File: src/sv/efs_pkg.sv
`default_nettype none

package efs_pkg;

    localparam int ALU_W = 72;
    localparam int OPB_W = 36;

    localparam logic [1:0] ALU_MUL  = 2'd0;
    localparam logic [1:0] ALU_DIV  = 2'd1;
    localparam logic [1:0] ALU_SQRT = 2'd2;

    localparam logic [6:0] MUL_STEPS  = 7'd36;
    localparam logic [6:0] DIV_STEPS  = 7'd64;
    localparam logic [6:0] SQRT_STEPS = 7'd36;

    localparam logic [1:0] ACT_LEAVE = 2'd0;
    localparam logic [1:0] ACT_CLEAR = 2'd1;
    localparam logic [1:0] ACT_SET   = 2'd2;

    localparam logic KIND_QUERY  = 1'b0;
    localparam logic KIND_ENTITY = 1'b1;

    localparam int          PADDR_W      = 3;
    localparam logic        REG_SNAP_TOL = 1'b0;
    localparam logic [30:0] TOL_RESET    = 31'd65536;

    typedef struct packed {
        logic             start;
        logic [1:0]       op;
        logic [ALU_W-1:0] a;
        logic [OPB_W-1:0] b;
    } alu_req_t;

    typedef struct packed {
        logic             done;
        logic [ALU_W-1:0] res;
    } alu_rsp_t;

endpackage

`default_nettype wire

File: src/sv/efs_cfg.sv
`default_nettype none

module efs_cfg
    import efs_pkg::*;
(
    input  wire logic               clk,
    input  wire logic               rst_n,
    input  wire logic               psel,
    input  wire logic               penable,
    input  wire logic               pwrite,
    input  wire logic [PADDR_W-1:0] paddr,
    input  wire logic [31:0]        pwdata,
    output logic      [31:0]        prdata,
    output logic                    pready,
    output logic      [30:0]        tol
);

    logic [30:0] tol_reg;
    logic        hit;

    assign hit    = (paddr[2] == REG_SNAP_TOL);
    assign pready = 1'b1;
    assign prdata = hit ? {1'b0, tol_reg} : '0;
    assign tol    = tol_reg;

    always_ff @(posedge clk or negedge rst_n)
    begin
        if (!rst_n)
        begin
            tol_reg <= TOL_RESET;
        end
        else if (psel && penable && pwrite && hit)
        begin
            tol_reg <= pwdata[30:0];
        end
    end

endmodule

`default_nettype wire

File: config.mk
export PLATFORM = sky130hd
export DESIGN_NAME = efs_cfg
export DESIGN_NICKNAME = d
export VERILOG_FILES = /design/src/sv/efs_pkg.sv /design/src/sv/efs_cfg.sv
export SDC_FILE = /design/constraint.sdc
export NUM_CORES = 1
export LEC_CHECK = 0
export BUFFER_PORTS_ARGS = -buffer_cell sky130_fd_sc_hd__buf_2
export CORE_MARGIN = 4
export CORE_UTILIZATION = 44
export DETAILED_ROUTE_END_ITERATION = 16
export GPL_TIMING_DRIVEN = 0
export PLACE_DENSITY = 0.95
export SETUP_SLACK_MARGIN = 0.2
export SLEW_MARGIN = 10
export SYNTH_ARGS = -nofsm -noshare
export SYNTH_HDL_FRONTEND = slang
export SYNTH_SLANG_ARGS = --single-unit
File: constraint.sdc
create_clock -name clk -period 2.2 [get_ports clk]
set_clock_uncertainty 0.15 [all_clocks]
set_input_delay 0.22 -clock clk [delete_from_list [all_inputs] [get_ports clk]]
set_output_delay 0.22 -clock clk [all_outputs]
set_load 0.005 [all_outputs]
* Word level (Yosys, flattened, before mapping) *
Cells that the tools add are included.

word-level totals
  bits in registers = 31
  input bits = 40
  word-level logic and storage cells = 6

cells by class
  reduce and logical (&&, ||, !) cells = 3
  muxes and demuxes = 1
  bitwise operators = 1

operators by type and width
  kind                number
  two-way mux 31 bit  1
  logical AND 1 bit   3
  NOT 1 bit           1

* Logic depth before layout (Yosys ltp) *
  depth after elaboration = 3
  gate-level depth with buffers = 3
  depth with buffers taken out = 2

* Least setup slack after synthesis *
OpenSTA, ideal clock, no wires.

  kind = input to register
  start point = in paddr[2]
  end point = reg tol_reg[0], in the netlist tol[0]
  path slack = 1.060 ns
  data arrival time = 0.865 ns
  cell stages on the path = 3
  buffers on the path = 1
  setup time = 0.125 ns
  required time = 1.925 ns
  cell sequence = nand4b_4 buf_6 mux2_4

on the way
  longest elaborated chain between the ends = 2

RTL lines
  what                  RTL line       text
  start, declared       efs_cfg.sv:11  input wire logic [PADDR_W-1:0] paddr,
  NOT 1 bit             efs_cfg.sv:21  assign hit = (paddr[2] == REG_SNAP_TOL);
  logical AND 1 bit     efs_cfg.sv:32  else if (psel && penable && pwrite && hit)
  end signal, assigned  efs_cfg.sv:34  tol_reg <= pwdata[30:0];
  end, declared         efs_cfg.sv:18  logic [30:0] tol_reg;

Every way passes these cells.
A chain may end at the register's enable or synchronous reset.

* Worst setup path after layout *
  start point = reg tol_reg[16], in the netlist tol[16]
  end point = out prdata[16]

on the way
  longest elaborated chain between the ends = 1

RTL lines
  what                RTL line       text
  two-way mux 31 bit  efs_cfg.sv:23  assign prdata = hit ? {1'b0, tol_reg} : '0;
  end, declared       efs_cfg.sv:13  output logic [31:0] prdata,

Every way passes these cells.

==> report_table.html <==
<table>
<tr><th>Metric</th><th>Value</th></tr>
<tr><th colspan="2">Run status</th></tr>
<tr><td>Run status</td><td>completed</td></tr>
<tr><th colspan="2">Global routing</th></tr>
<tr><td>Overflow left after global routing</td><td>0</td></tr>
<tr><td>First-pass GRT wire length</td><td>6.803 mm</td></tr>
<tr><td>Initial antenna violation count</td><td>0</td></tr>
<tr><td>Maximum number of pins on one net before global-route repair</td><td>32</td></tr>
<tr><td>Overall fraction of global-route tracks in use</td><td>20.90%</td></tr>
<tr><td>Number of global-route vias before repair</td><td>1434</td></tr>
<tr><th colspan="2">Timing</th></tr>
<tr><td>Tightest Pin Transition</td><td>0.6689 ns</td></tr>
<tr><td>Shortest period the worst path allows</td><td>1.470 ns</td></tr>
<tr><td>Final Hold Vio Count</td><td>0</td></tr>
<tr><td>Final setup violation count</td><td>0</td></tr>
<tr><td>Timing-limited maximum frequency</td><td>680.1 MHz</td></tr>
<tr><td>Setup Total Neg Slack</td><td>0 ns</td></tr>
<tr><td>Final clock period utilization by the worst path</td><td>66.83%</td></tr>
<tr><td>Slew margin rel.</td><td>55.41%</td></tr>
<tr><td>RSZ-0062 raised after global routing</td><td>no</td></tr>
<tr><td>Pins Over Slew Limit</td><td>0</td></tr>
<tr><th colspan="2">Synth</th></tr>
<tr><td>Mean area per synthesized cell</td><td>14.65 sq um</td></tr>
<tr><td>Synthesized flop and latch total</td><td>31</td></tr>
<tr><td>Gate count of the mapped netlist</td><td>104</td></tr>
<tr><td>Synthesized netlist net count</td><td>144</td></tr>
<tr><td>Synth warn</td><td>0</td></tr>
<tr><td>Cell area after synthesis</td><td>1524 sq um</td></tr>
<tr><td>Fraction of the yosys area taken by sequential cells</td><td>50.99%</td></tr>
<tr><td>Distinct cells, synth</td><td>10</td></tr>
<tr><th colspan="2">Cells and area</th></tr>
<tr><td>Final-stage net count</td><td>281</td></tr>
<tr><td>Number of antenna repair diodes</td><td>0</td></tr>
<tr><td>Proportion of layout cells with a drive suffix above 1</td><td>59.09%</td></tr>
<tr><td>Relative area change from synthesis to final layout</td><td>60.92%</td></tr>
<tr><td>Number of flip-flops in the largest register</td><td>31</td></tr>
<tr><th colspan="2">Clocking</th></tr>
<tr><td>Number of buffers created by CTS</td><td>5</td></tr>
<tr><td>Clk root buf</td><td>sky130_fd_sc_hd__clkbuf_4</td></tr>
<tr><td>Clock sinks</td><td>31</td></tr>
<tr><td>TritonCTS clock tree</td><td>done</td></tr>
<tr><td>Source-to-sink clock delay at the later pin of the worst-skew pair</td><td>0.31 ns</td></tr>
<tr><td>Number of buffers on the longest clock path</td><td>2</td></tr>
<tr><td>Depth of the CTS H-tree</td><td>2</td></tr>
<tr><td>Clock edge transition at the registers on the reported setup and hold paths</td><td>0.10 ns</td></tr>
<tr><th colspan="2">Critical path</th></tr>
<tr><td>Critical-path maximum fanout</td><td>3</td></tr>
<tr><td>WP buf/inv</td><td>1</td></tr>
<tr><td>Cells traversed along the worst timing path</td><td>nor2b_1, buf_2</td></tr>
<tr><td>Startpoint type of the worst setup path</td><td>flop</td></tr>
<tr><td>Critical path data arrival time</td><td>1.10 ns</td></tr>
<tr><td>Flop-to-flop setup slack</td><td>1.26 ns</td></tr>
<tr><td>RR Startpoint</td><td>tol[20]</td></tr>
<tr><td>Family with the most delay on the worst path</td><td>flip-flops</td></tr>
<tr><td>Worst path slowest cell</td><td>sky130_fd_sc_hd__dfstp_2</td></tr>
<tr><td>Reg-to-reg endpoint</td><td>tol[20]</td></tr>
<tr><td>WS Path Type</td><td>flop to output port</td></tr>
<tr><td>Sort of element at the end of the critical path</td><td>output port</td></tr>
<tr><td>WP data required</td><td>1.83 ns</td></tr>
<tr><td>Number of cells on the worst reg-to-reg path</td><td>1</td></tr>
<tr><td>Worst stage delay on the critical path</td><td>0.55 ns</td></tr>
<tr><td>Logic depth of the worst setup path including buffers</td><td>2</td></tr>
<tr><td>Worst setup path start</td><td>tol[16]</td></tr>
<tr><th colspan="2">Routing</th></tr>
<tr><td>Count of unresolved DRC violations after routing</td><td>0</td></tr>
<tr><td>Post-detailed-route wirelength per cell</td><td>15.09 um</td></tr>
<tr><td>Number of vias per cell</td><td>4.618</td></tr>
<tr><td>Vias</td><td>1330</td></tr>
<tr><td>Wire length reported by the detailed router</td><td>4.345 mm</td></tr>
<tr><td>DR pass1 iterations</td><td>4</td></tr>
<tr><td>DRC marker count from the first detailed-route iteration</td><td>42</td></tr>
<tr><td>Remaining antenna violation count</td><td>0</td></tr>
<tr><th colspan="2">Placement</th></tr>
<tr><td>Last weighted congestion value of the routability-driven placer</td><td>0.6506</td></tr>
<tr><td>Number of port buffers</td><td>98</td></tr>
<tr><td>DPL Wire Length</td><td>2.927 mm</td></tr>
<tr><th colspan="2">Job</th></tr>
<tr><td>Max cap viols</td><td>0</td></tr>
<tr><th colspan="2">Die</th></tr>
<tr><td>Die H</td><td>66.85 um</td></tr>
<tr><td>Core region area</td><td>3337 sq um</td></tr>
<tr><td>I/O pin count</td><td>104</td></tr>
<tr><td>Initial core utilization</td><td>45.67%</td></tr>
<tr><td>Row count</td><td>21</td></tr>
<tr><td>Floorplan die area</td><td>4469 sq um</td></tr>
<tr><td>Die W</td><td>66.85 um</td></tr>
<tr><th colspan="2">Worst hold path</th></tr>
<tr><td>Worst Hold Depth</td><td>3</td></tr>
<tr><td>Destination of the worst hold path</td><td>tol[30]</td></tr>
<tr><td>Launch instance of the worst min-delay path</td><td>penable</td></tr>
<tr><td>Hold WC Path Type</td><td>input port to flop</td></tr>
<tr><th colspan="2">Power and ir drop</th></tr>
<tr><td>Total power density per cell area</td><td>713.4 nW/um^2</td></tr>
<tr><td>Total power of the final layout</td><td>1.749 mW</td></tr>
<tr><td>Leak pwr</td><td>1.371 nW</td></tr>
<tr><td>Peak ir drop on the vdd network</td><td>442.8 uV</td></tr>
</table>
## layout by cell type (no fill, tap or decap)
cell	n
sky130_fd_sc_hd__buf_2	98
sky130_fd_sc_hd__buf_4	2
sky130_fd_sc_hd__buf_6	3
sky130_fd_sc_hd__clkbuf_1	4
sky130_fd_sc_hd__clkbuf_4	5
sky130_fd_sc_hd__clkbuf_8	1
sky130_fd_sc_hd__clkinv_2	1
sky130_fd_sc_hd__conb_1	2
sky130_fd_sc_hd__dfrtp_1	30
sky130_fd_sc_hd__dfstp_2	1
sky130_fd_sc_hd__dlygate4sd3_1	32
sky130_fd_sc_hd__mux2_2	1
sky130_fd_sc_hd__mux2_4	30
sky130_fd_sc_hd__nand4b_4	1
sky130_fd_sc_hd__nor2b_1	31
## power breakdown
part	internal, mW	switching, mW
Combinational	0.404	0.205
Clock	0.155	0.187
Sequential	0.699	0.100
Total	1.26	0.492
## layer usage
layer	global-route usage (%)	vias up	share of wire, %
met5	0	-	0
met4	8.101	0	2.0
met3	5.734	11	6.7
met2	38.99	66	55
met1	21.91	636	36
li1	-	617	-
## cell type report
cell class | instances | area [sq um]
clock inverters | 1 | 5.005
clock buffers | 7 | 55.05
multi-input cells | 65 | 686.9
fillers | 214 | 884.6
plain buffers | 8 | 60.06
flip-flops and latches | 31 | 777.0
repair buffers | 130 | 810.8
well taps | 46 | 57.56
## synthesized netlist by cell type, drive strengths merged
cell type / n / area, sq um
dfrtp: 30 / 750.7
dfstp: 1 / 26.28
nand4b: 1 / 23.77
mux2: 31 / 461.7
buf: 5 / 48.79
nor2b: 31 / 193.9
conb: 2 / 7.510
clkbuf: 3 / 11.26
## timing repair
item	in CTS	in global routing
hold endpoints to repair	61	0
hold buffers	32	0
buffers inserted	0	0
setup endpoints to repair	0	0
resized for setup	0	0
## how the worst max path moves through the flow
stage                       endpoint  slack, ns
after global placement       tol[10]       0.86
final                     prdata[16]       0.73
after CTS                 prdata[16]       0.72
after detailed placement  prdata[18]       0.84
after floorplan               tol[0]       1.06
after global routing      prdata[16]       0.68
## kinds of logic after synthesis
| kind of cell | Yosys count | share of synthesized area [%] |
|---|---|---|
| muxes | 31 | 30.30 |
| and+or+nand+nor | 32 | 14.29 |
| DFF | 31 | 50.99 |
| other | 2 | 0.4928 |
| buffers and inverters | 8 | 3.940 |
## through the flow
step	worst slack (ns)	std cells	utilization (%)	hold WS (ns)	instance area, sq um
6_report	0.7296	288	73.49	0.1650	2452
5_1_grt	0.6760	288	73.49	0.1630	2452
4_1_cts	0.7166	288	73.49	0.1576	2452
3_5_place_dp	0.8381	248	62.09	0.1467	2072
3_3_place_gp	0.8574	248	62.09	0.1333	2072
2_1_floorplan	1.060	104	-	-0.2256	1524
(Power assumes the default switching activity.)
